===== src/rtl/gntd_pkg.sv =====
// shared constants, types and helpers of the grid nearest target distance unit
`timescale 1ns / 1ps
package gntd_pkg;

  localparam int MAX_ROWS   = 64;
  localparam int MAX_COLS   = 64;
  localparam int CELL_COUNT = MAX_ROWS * MAX_COLS;

  localparam int ROW_W  = (MAX_ROWS > 1) ? $clog2(MAX_ROWS) : 1;
  localparam int COL_W  = (MAX_COLS > 1) ? $clog2(MAX_COLS) : 1;
  localparam int ADDR_W = (CELL_COUNT > 1) ? $clog2(CELL_COUNT) : 1;
  localparam int CNT_W  = ADDR_W + 1;
  localparam int DIM_W  = 7;
  localparam int DIST_W = 7;
  localparam int KIND_W = 2;
  localparam int LIN_W  = ROW_W + DIM_W + 1;

  localparam logic [DIST_W-1:0] DIST_MAX = '1;

  localparam logic [KIND_W-1:0] KIND_OPEN   = 2'd0;
  localparam logic [KIND_W-1:0] KIND_SOURCE = 2'd1;
  localparam logic [KIND_W-1:0] KIND_TARGET = 2'd2;

  localparam logic REG_ROWS = 1'b0;
  localparam logic REG_COLS = 1'b1;

  typedef logic [KIND_W-1:0] kind_t;

  typedef struct packed {
    logic [ROW_W-1:0]  row;
    logic [COL_W-1:0]  col;
    logic [DIST_W-1:0] hops;
  } q_entry_t;

  typedef struct packed {
    logic              we;
    logic [ADDR_W-1:0] waddr;
    kind_t             wdata;
    logic [ADDR_W-1:0] raddr;
  } cell_req_t;

  typedef struct packed {
    logic              we;
    logic [ADDR_W-1:0] waddr;
    q_entry_t          wdata;
    logic [ADDR_W-1:0] raddr;
  } q_req_t;

  function automatic logic [DIM_W-1:0] eff_dim(input logic [DIM_W-1:0] v,
                                               input logic [DIM_W-1:0] maxv);
    logic [DIM_W-1:0] r;
    if (v == '0) begin
      r = DIM_W'(1);
    end else if (v > maxv) begin
      r = maxv;
    end else begin
      r = v;
    end
    return r;
  endfunction

endpackage


===== src/rtl/gntd_in_if.sv =====
// cell input channel
`timescale 1ns / 1ps
interface gntd_in_if;
  logic                       valid;
  logic                       ready;
  logic [gntd_pkg::KIND_W-1:0] cell_kind;
  logic                       last_cell;

  modport source(output valid, output cell_kind, output last_cell, input ready);
  modport sink(input valid, input cell_kind, input last_cell, output ready);
endinterface


===== src/rtl/gntd_out_if.sv =====
// result output channel
`timescale 1ns / 1ps
interface gntd_out_if;
  logic                       valid;
  logic                       ready;
  logic [gntd_pkg::DIST_W-1:0] distance;
  logic                       found;

  modport source(output valid, output distance, output found, input ready);
  modport sink(input valid, input distance, input found, output ready);
endinterface


===== src/rtl/gntd_ctrl.sv =====
// load, fill, source scan and search sequencer with config registers
`timescale 1ns / 1ps
module gntd_ctrl (
  input  logic                          clk,
  input  logic                          rst,
  input  logic                          cfg_we,
  input  logic                          cfg_index,
  input  logic [gntd_pkg::DIM_W-1:0]    cfg_data,
  gntd_in_if.sink                       cell_in,
  gntd_out_if.source                    result_out,
  output gntd_pkg::cell_req_t           cell_req,
  input  gntd_pkg::kind_t               cell_rdata,
  output gntd_pkg::q_req_t              q_req,
  input  gntd_pkg::q_entry_t            q_rdata
);

  typedef enum logic [7:0] {
    ST_LOAD  = 8'b0000_0001,
    ST_FILL  = 8'b0000_0010,
    ST_SCAN  = 8'b0000_0100,
    ST_POP   = 8'b0000_1000,
    ST_FETCH = 8'b0001_0000,
    ST_NBR   = 8'b0010_0000,
    ST_DRAIN = 8'b0100_0000,
    ST_DONE  = 8'b1000_0000
  } state_t;

  state_t state;

  logic [gntd_pkg::DIM_W-1:0]  rows;
  logic [gntd_pkg::DIM_W-1:0]  cols;
  logic [gntd_pkg::CNT_W-1:0]  load_pos;
  logic [gntd_pkg::CNT_W-1:0]  head;
  logic [gntd_pkg::CNT_W-1:0]  tail;
  logic [gntd_pkg::CNT_W-1:0]  scan_idx;
  logic [gntd_pkg::ROW_W-1:0]  scan_r;
  logic [gntd_pkg::COL_W-1:0]  scan_c;
  logic                        sv;
  logic [gntd_pkg::ROW_W-1:0]  sr;
  logic [gntd_pkg::COL_W-1:0]  sc;
  gntd_pkg::q_entry_t          cur;
  logic [1:0]                  k;
  logic                        pend_v;
  logic [gntd_pkg::ROW_W-1:0]  pend_r;
  logic [gntd_pkg::COL_W-1:0]  pend_c;
  logic [gntd_pkg::ADDR_W-1:0] pend_addr;
  logic                        res_found;
  logic [gntd_pkg::DIST_W-1:0] res_dist;
  logic                        out_valid;
  logic                        out_found;
  logic [gntd_pkg::DIST_W-1:0] out_dist;

  logic [gntd_pkg::DIM_W-1:0]  nr;
  logic [gntd_pkg::DIM_W-1:0]  nc;
  logic [gntd_pkg::CNT_W-1:0]  total;
  logic                        accept;
  gntd_pkg::kind_t             kind_in;
  logic                        nb_ok;
  logic [gntd_pkg::ROW_W-1:0]  nb_r;
  logic [gntd_pkg::COL_W-1:0]  nb_c;
  logic [gntd_pkg::LIN_W-1:0]  nb_lin;
  logic                        hit;
  logic                        fresh;
  logic [gntd_pkg::DIST_W-1:0] next_d;
  logic                        scan_hit;
  logic                        processing;

  assign nr    = gntd_pkg::eff_dim(rows, gntd_pkg::DIM_W'(gntd_pkg::MAX_ROWS));
  assign nc    = gntd_pkg::eff_dim(cols, gntd_pkg::DIM_W'(gntd_pkg::MAX_COLS));
  assign total = gntd_pkg::CNT_W'(nr) * gntd_pkg::CNT_W'(nc);

  assign cell_in.ready = (state == ST_LOAD);
  assign accept        = cell_in.valid && cell_in.ready;
  assign kind_in       = (cell_in.cell_kind == gntd_pkg::KIND_SOURCE ||
                          cell_in.cell_kind == gntd_pkg::KIND_TARGET)
                         ? cell_in.cell_kind : gntd_pkg::KIND_OPEN;

  assign result_out.valid    = out_valid;
  assign result_out.distance = out_dist;
  assign result_out.found    = out_found;

  // neighbor order: left, up, right, down
  always_comb begin
    nb_r  = cur.row;
    nb_c  = cur.col;
    nb_ok = 1'b0;
    unique case (k)
      2'd0: begin
        nb_ok = (cur.col != '0);
        nb_c  = cur.col - gntd_pkg::COL_W'(1);
      end
      2'd1: begin
        nb_ok = (cur.row != '0);
        nb_r  = cur.row - gntd_pkg::ROW_W'(1);
      end
      2'd2: begin
        nb_ok = (gntd_pkg::DIM_W'(cur.col) + gntd_pkg::DIM_W'(1)) < nc;
        nb_c  = cur.col + gntd_pkg::COL_W'(1);
      end
      default: begin
        nb_ok = (gntd_pkg::DIM_W'(cur.row) + gntd_pkg::DIM_W'(1)) < nr;
        nb_r  = cur.row + gntd_pkg::ROW_W'(1);
      end
    endcase
  end

  assign nb_lin = gntd_pkg::LIN_W'(nb_r) * gntd_pkg::LIN_W'(nc) + gntd_pkg::LIN_W'(nb_c);

  assign processing = pend_v && (state == ST_NBR || state == ST_DRAIN);
  assign hit        = processing && (cell_rdata == gntd_pkg::KIND_TARGET);
  assign fresh      = processing && (cell_rdata != gntd_pkg::KIND_TARGET) &&
                      (cell_rdata != gntd_pkg::KIND_SOURCE);
  assign next_d     = (cur.hops == gntd_pkg::DIST_MAX) ? cur.hops
                      : cur.hops + gntd_pkg::DIST_W'(1);
  assign scan_hit   = (state == ST_SCAN) && sv && (cell_rdata == gntd_pkg::KIND_SOURCE);

  always_comb begin
    cell_req.we    = 1'b0;
    cell_req.waddr = load_pos[gntd_pkg::ADDR_W-1:0];
    cell_req.wdata = gntd_pkg::KIND_OPEN;
    cell_req.raddr = (state == ST_SCAN) ? scan_idx[gntd_pkg::ADDR_W-1:0]
                     : nb_lin[gntd_pkg::ADDR_W-1:0];
    if (state == ST_LOAD) begin
      cell_req.we    = accept && (load_pos < total);
      cell_req.wdata = kind_in;
    end else if (state == ST_FILL) begin
      cell_req.we = (load_pos < total);
    end else if (fresh) begin
      cell_req.we    = 1'b1;
      cell_req.waddr = pend_addr;
      cell_req.wdata = gntd_pkg::KIND_SOURCE;
    end
  end

  always_comb begin
    q_req.we    = scan_hit || fresh;
    q_req.waddr = tail[gntd_pkg::ADDR_W-1:0];
    q_req.raddr = head[gntd_pkg::ADDR_W-1:0];
    if (scan_hit) begin
      q_req.wdata = '{row: sr, col: sc, hops: '0};
    end else begin
      q_req.wdata = '{row: pend_r, col: pend_c, hops: next_d};
    end
  end

  always_ff @(posedge clk) begin
    if (rst) begin
      rows      <= gntd_pkg::DIM_W'(1);
      cols      <= gntd_pkg::DIM_W'(1);
      state     <= ST_LOAD;
      load_pos  <= '0;
      head      <= '0;
      tail      <= '0;
      scan_idx  <= '0;
      sv        <= 1'b0;
      pend_v    <= 1'b0;
      k         <= '0;
      out_valid <= 1'b0;
      res_found <= 1'b0;
    end else begin
      if (cfg_we) begin
        if (cfg_index == gntd_pkg::REG_ROWS) begin
          rows <= cfg_data;
        end else begin
          cols <= cfg_data;
        end
      end
      if (result_out.ready && state != ST_DONE) begin
        out_valid <= 1'b0;
      end
      if (q_req.we) begin
        tail <= tail + gntd_pkg::CNT_W'(1);
      end
      unique case (state)
        ST_LOAD: begin
          if (accept) begin
            if (load_pos < total) begin
              load_pos <= load_pos + gntd_pkg::CNT_W'(1);
            end
            if (cell_in.last_cell) begin
              state <= ST_FILL;
            end
          end
        end
        ST_FILL: begin
          if (load_pos < total) begin
            load_pos <= load_pos + gntd_pkg::CNT_W'(1);
          end else begin
            load_pos <= '0;
            scan_idx <= '0;
            scan_r   <= '0;
            scan_c   <= '0;
            sv       <= 1'b0;
            head     <= '0;
            tail     <= '0;
            state    <= ST_SCAN;
          end
        end
        ST_SCAN: begin
          sv <= (scan_idx < total);
          sr <= scan_r;
          sc <= scan_c;
          if (scan_idx < total) begin
            scan_idx <= scan_idx + gntd_pkg::CNT_W'(1);
            if ((gntd_pkg::DIM_W'(scan_c) + gntd_pkg::DIM_W'(1)) == nc) begin
              scan_c <= '0;
              scan_r <= scan_r + gntd_pkg::ROW_W'(1);
            end else begin
              scan_c <= scan_c + gntd_pkg::COL_W'(1);
            end
          end else if (!sv) begin
            state <= ST_POP;
          end
        end
        ST_POP: begin
          if (head == tail) begin
            res_found <= 1'b0;
            res_dist  <= '0;
            state     <= ST_DONE;
          end else begin
            head  <= head + gntd_pkg::CNT_W'(1);
            state <= ST_FETCH;
          end
        end
        ST_FETCH: begin
          cur    <= q_rdata;
          k      <= '0;
          pend_v <= 1'b0;
          state  <= ST_NBR;
        end
        ST_NBR: begin
          pend_v    <= nb_ok;
          pend_r    <= nb_r;
          pend_c    <= nb_c;
          pend_addr <= nb_lin[gntd_pkg::ADDR_W-1:0];
          k         <= k + 2'd1;
          if (hit) begin
            res_found <= 1'b1;
            res_dist  <= next_d;
            state     <= ST_DONE;
          end else if (k == 2'd3) begin
            state <= ST_DRAIN;
          end
        end
        ST_DRAIN: begin
          pend_v <= 1'b0;
          if (hit) begin
            res_found <= 1'b1;
            res_dist  <= next_d;
            state     <= ST_DONE;
          end else begin
            state <= ST_POP;
          end
        end
        ST_DONE: begin
          if (!out_valid || result_out.ready) begin
            out_valid <= 1'b1;
            out_found <= res_found;
            out_dist  <= res_dist;
            state     <= ST_LOAD;
          end
        end
        default: begin
          state <= ST_LOAD;
        end
      endcase
    end
  end

endmodule


===== src/flat_wrapper.sv =====
// flat-port wrapper written by rule: the top's interface ports become plain ports
module gntd_ctrl_flat 
  (clk, rst, cfg_we, cfg_index, cfg_data, cell_req, cell_rdata, q_req, q_rdata, cell_in_valid, cell_in_cell_kind, cell_in_last_cell, cell_in_ready, result_out_valid, result_out_distance, result_out_found, result_out_ready);
  gntd_in_if cell_in_i ();
  gntd_out_if result_out_i ();
  input  logic clk;
  input  logic rst;
  input  logic cfg_we;
  input  logic cfg_index;
  input  logic [gntd_pkg::DIM_W-1:0] cfg_data;
  output gntd_pkg::cell_req_t cell_req;
  input  gntd_pkg::kind_t cell_rdata;
  output gntd_pkg::q_req_t q_req;
  input  gntd_pkg::q_entry_t q_rdata;
  input wire logic [$bits(cell_in_i.valid)-1:0] cell_in_valid;
  input wire logic [$bits(cell_in_i.cell_kind)-1:0] cell_in_cell_kind;
  input wire logic [$bits(cell_in_i.last_cell)-1:0] cell_in_last_cell;
  output wire logic [$bits(cell_in_i.ready)-1:0] cell_in_ready;
  output wire logic [$bits(result_out_i.valid)-1:0] result_out_valid;
  output wire logic [$bits(result_out_i.distance)-1:0] result_out_distance;
  output wire logic [$bits(result_out_i.found)-1:0] result_out_found;
  input wire logic [$bits(result_out_i.ready)-1:0] result_out_ready;
  assign cell_in_i.valid = cell_in_valid;
  assign cell_in_i.cell_kind = cell_in_cell_kind;
  assign cell_in_i.last_cell = cell_in_last_cell;
  assign cell_in_ready = cell_in_i.ready;
  assign result_out_valid = result_out_i.valid;
  assign result_out_distance = result_out_i.distance;
  assign result_out_found = result_out_i.found;
  assign result_out_i.ready = result_out_ready;
  gntd_ctrl u_core (.clk(clk), .rst(rst), .cfg_we(cfg_we), .cfg_index(cfg_index), .cfg_data(cfg_data), .cell_in(cell_in_i), .result_out(result_out_i), .cell_req(cell_req), .cell_rdata(cell_rdata), .q_req(q_req), .q_rdata(q_rdata));
endmodule

===== config.mk =====
export PLATFORM = sky130hd
export DESIGN_NAME = gntd_ctrl_flat
export DESIGN_NICKNAME = d
export VERILOG_FILES = /design/src/rtl/gntd_pkg.sv /design/src/rtl/gntd_in_if.sv /design/src/rtl/gntd_out_if.sv /design/src/rtl/gntd_ctrl.sv /design/src/flat_wrapper.sv
export SDC_FILE = /design/constraint.sdc
export NUM_CORES = 1
export LEC_CHECK = 0
export BUFFER_PORTS_ARGS = -buffer_cell sky130_fd_sc_hd__buf_2
export CORE_MARGIN = 3
export CORE_UTILIZATION = 30
export CTS_CLUSTER_DIAMETER = 200
export DETAILED_ROUTE_END_ITERATION = 7
export REMOVE_ABC_BUFFERS = 1
export SLEW_MARGIN = 20
export SYNTH_ARGS = -nofsm -noshare
export SYNTH_HDL_FRONTEND = slang
export SYNTH_SLANG_ARGS = --single-unit

===== constraint.sdc =====
create_clock -name clk -period 9.4 [get_ports clk]
set_input_delay 0.94 -clock clk [delete_from_list [all_inputs] [get_ports clk]]
set_output_delay 0.94 -clock clk [all_outputs]
set_load 0.1 [all_outputs]

# Word level (Yosys, flattened, before mapping)
# Cells that the tools add are included.
# word_totals
register_bits	162
word_cells	188
# classes
add_sub_neg	16
mul	2
order_cmp	6
eq_ne	34
n_mux	60
bitwise_logic	2
n_reduce_logical	43
# ops
op	count
2-to-1 mux 13 bit	9
2-to-1 mux 8 bit	10
case mux 13 bit (2 select lines)	3
case mux 8 bit (8 select lines)	1
adder 13 x 1 -> 13 bit, second input constant	4
2-to-1 mux 7 bit	7
case mux 6 bit (2 select lines)	4
2-to-1 mux 6 bit	5
less-than comparator 13 bit	2
adder 6 x 1 -> 6 bit, second input constant	4
2-to-1 mux 12 bit	2
adder 6 x 1 -> 7 bit, second input constant	3
inequality test 2 bit, second input constant	10
2-to-1 mux 19 bit	1
2-to-1 mux 15 bit	1
AND reduction 3 bit	5
greater-than comparator 7 bit, second input constant	2
logical NOT 7 bit	2
less-than comparator 7 bit	2
2-to-1 mux 14 bit	1
case mux 7 bit (2 select lines)	1
equality test 13 bit	1
multiplier 7 x 7 -> 13 bit	1
adder 12 x 6 -> 12 bit	1
other kinds (36)	81

# Logic depth before layout (Yosys ltp)
# logic_depth
ltp_word	9
depth_mapped	33

# Worst setup path before layout
# No wires, ideal clock.
# synth_path
path_type	register to output
from	register u_core.cols[6] (netlist name)
to	output cell_req[26] (netlist name)
arrival_ps	7666
setup_slack_ps	794
path_stages_with_launch	26
cell_sequence	dfxtp_1 > buf_2 > clkbuf_1 > inv_1 > or2_2 > fa_1 > fa_1 > inv_1 > fa_1 > inv_1 > fa_1 > inv_1 > ha_1 > a21oi_1 > and2_2 > nand2_1 > a21o_1 > a21oi_1 > xor2_1 > ha_1 > a21o_1 > o21ai_0 > o31ai_1 > maj3_1 > maj3_1 > o22ai_1
# synth_lines
element	line	source
start, declared	gntd_ctrl.sv:31	logic [gntd_pkg::DIM_W-1:0] cols;
start signal, assigned	gntd_ctrl.sv:149	cols <= gntd_pkg::DIM_W'(1);
start signal, assigned	gntd_ctrl.sv:165	cols <= cfg_data;
end, declared	flat_wrapper.sv:11	output gntd_pkg::cell_req_t cell_req;

==> qor.yml <==
outcome: "finished clean"
cts_hold_buf: 0
drt_first_iter_violations: 595
design.core.area_um2: 39100
synth_area_per_cell_um2: 9.386
grt_max_degree: 40
wl_um: 31010
synth_commonest_cells: "140 x nor2_1, 137 x nand2_1, 115 x ha_1, 88 x inv_1, 82 x edfxtp_1"
drt_pass1_iterations: 5
pin_count: 118
clock_tree.htree_level_count: 4
grt_pass1_wl_um: 49210
critical-path-max-stage-delay_ns: 0.56
endpoint_kind: "primary output"
fin_skew_ns: 0.01568
worstReg2RegStart: "u_core.cols[6]"
die_h_um: 205.9
clock_sinks: 162
placed_area_um2: 12920
yosys.area.top_type: "edfxtp_1"
antenna_found_initial: 0
synth-edff-count: 82
critPathKind: "register to primary output"
fin_crit_ns: 8.889
crit_slowest_cell: "nor2b_1"
place_hpwl_um: 24290
hp-class: "register to register"
clk_latency_ns: 0.45
start_kind: "register"
port-buffer-count: 117
stdcell_area_um2: 13500
worstPathRequired_ns: 8.46
synthesis.area_um2: 11990
ir_drop_v: 0.0001126
grt_pass1_vias: 9076
tns_ns: 0
overflow: 0
die_area_um2: 42390
power.density_nw_per_um2: 139.7
start_util_pct: 30.66
fmax_ghz: 0.1125
remaining_drc_errors: 0
maxCapViolCount: 0
post_cts_buffers: 0
cts_tree: "done"
clk_pin_slew_worst_paths_ns: 0.07
slew-limit-headroom_pct: 30.76
clockBufferDepth: 2
syn2layout_area_growth_pct: 12.64
synth.top_cell.area_share_pct: 20.54
hp-start: "u_core.res_dist[1]"
setup_viol: 0
root_buffer: "clkbuf_16"
cts_buffers: 17
yosys.cell_count.top_type: "nor2_1"
routedWlPerCell_um: 16.39
nNetsFinal: 1561
period_share_pct: 94.56
diodes: 0
layout-drive-gt1-share_pct: 15.50
setup.worst_path.start: "u_core.cols[6]"
placementRows: 72
yosys_warnings: 0
cts_resized: 0
gp_congestion: 0.8996
ant_nets: 0
vias_per_cell: 4.946
hold_viol: 0
ys_ff_latch: 162
synth.distinct_cells: 77
synth.area.top_cells: "edfxtp_1 21%, dfxtp_1 13%, ha_1 12%"
synth_ff_type: "edfxtp_1"
maxSlewViolCount: 0
fp.dieW_um: 205.9
rsz0062_at_grt: "no"
grt_usage_pct: 14.74
syn_inst: 1277
max_slew.worst_pin.slew_ns: 1.035
seq_area_frac_synth_pct: 33.90
leakage_nw: 5.783
dr_total_vias: 9358
critical_path_arrival_ns: 7.95
async_flop_share_pct: 0
crit_fanout: 20
layout by cell type, fill, tap and decap left out, drive strengths merged, types with 29 or more instances in the layout:
| cell type | count |
|---|---|
| buf | 128 |
| xor2 | 47 |
| ha | 115 |
| inv | 95 |
| nor2 | 140 |
| fa | 48 |
| a21oi | 75 |
| edfxtp | 82 |
| mux2 | 29 |
| nand3 | 51 |
| o21ai | 32 |
| nand2 | 137 |
| dfxtp | 80 |
| xnor2 | 57 |
per-layer routing:
layer,routed length [um],GRT usage [%],part of all wire (%),vias up
li1,-,-,-,4569
met1,14860,20.84,48,4567
met2,14460,23.84,47,201
met3,1323,2.174,4.3,21
met4,373,3.467,1.2,0
met5,0,0,0,-
final timing paths:
check | end | slack (ns) | depth (start not counted)
setup / recovery | cell_req[26] | 0.51 | 25
hold / removal | u_core.result_out.distance[1] | 0.42 | 0
setup reg to reg | u_core.scan_r[1] | 1.07 | 28
hold reg to reg | u_core.result_out.distance[1] | 0.42 | 0
cell families (layout without fill, tap and decap cells):
family,count (synthesis),count (layout),share of synthesized area [%]
compound gates,176,176,9.478
xor+xnor,104,104,7.599
fa+ha+maj,167,167,20.38
buf+inv,154,251,6.075
flops,162,162,33.90
mux,38,38,3.476
simple gates,476,476,19.09
area by class of cell:
class                      count  area, um2
clock buffer                  18      429.2
clock inverter                14      146.4
fill                        4061      25600
inverter                      91      341.6
multi-input combinational    961       7204
sequential                   162       4064
tap                          518      648.1
timing repair buffer         128      668.1
flip-flops by register name, indices dropped and copies added, names as in the netlist, 2 cells and up:
signal                      count
u_core.cur                     19
u_core.scan_r                   6
u_core.result_out.distance      7
u_core.pend_c                   6
u_core.head                    13
u_core.sr                       6
u_core.scan_idx                13
u_core.pend_r                   6
u_core.k                        2
u_core.sc                       6
u_core.state                    8
u_core.load_pos                13
u_core.res_dist                 7
u_core.pend_addr               12
u_core.scan_c                   6
u_core.tail                    13
u_core.rows                     7
u_core.cols                     7
stage by stage:
step	std cells	hold slack, ns	worst slack [ns]	total power (W)	util, %
after floorplan	1214	0.4003	0.8929	0.001097	-
final	1892	0.4248	0.5109	0.001886	34.53
after global placement	1860	0.4019	1.257	0.001195	33.05
after global routing	1892	0.4295	0.05783	0.001969	34.53
after CTS	1892	0.4262	0.5646	0.001907	34.52
after detailed placement	1860	0.4089	1.042	0.001200	33.05
worst max-delay path, delay by kind of cell, from the launching register on:
kind	cells	cell delay, ns
adders and majority gates	8	3.23
AOI/OAI and AO/OA	8	1.44
and+or+nand+nor	4	1.05
buffers and inverters	4	1.00
DFF	1	0.51
xor gates and xnor gates	1	0.28
power breakdown:
part           internal (W)  total, W  switching, W
logic              0.000110  0.000421      0.000311
registers          0.000750  0.000764     0.0000134
clock network      0.000374  0.000702      0.000327
Power figures use the tool's default switching activity.
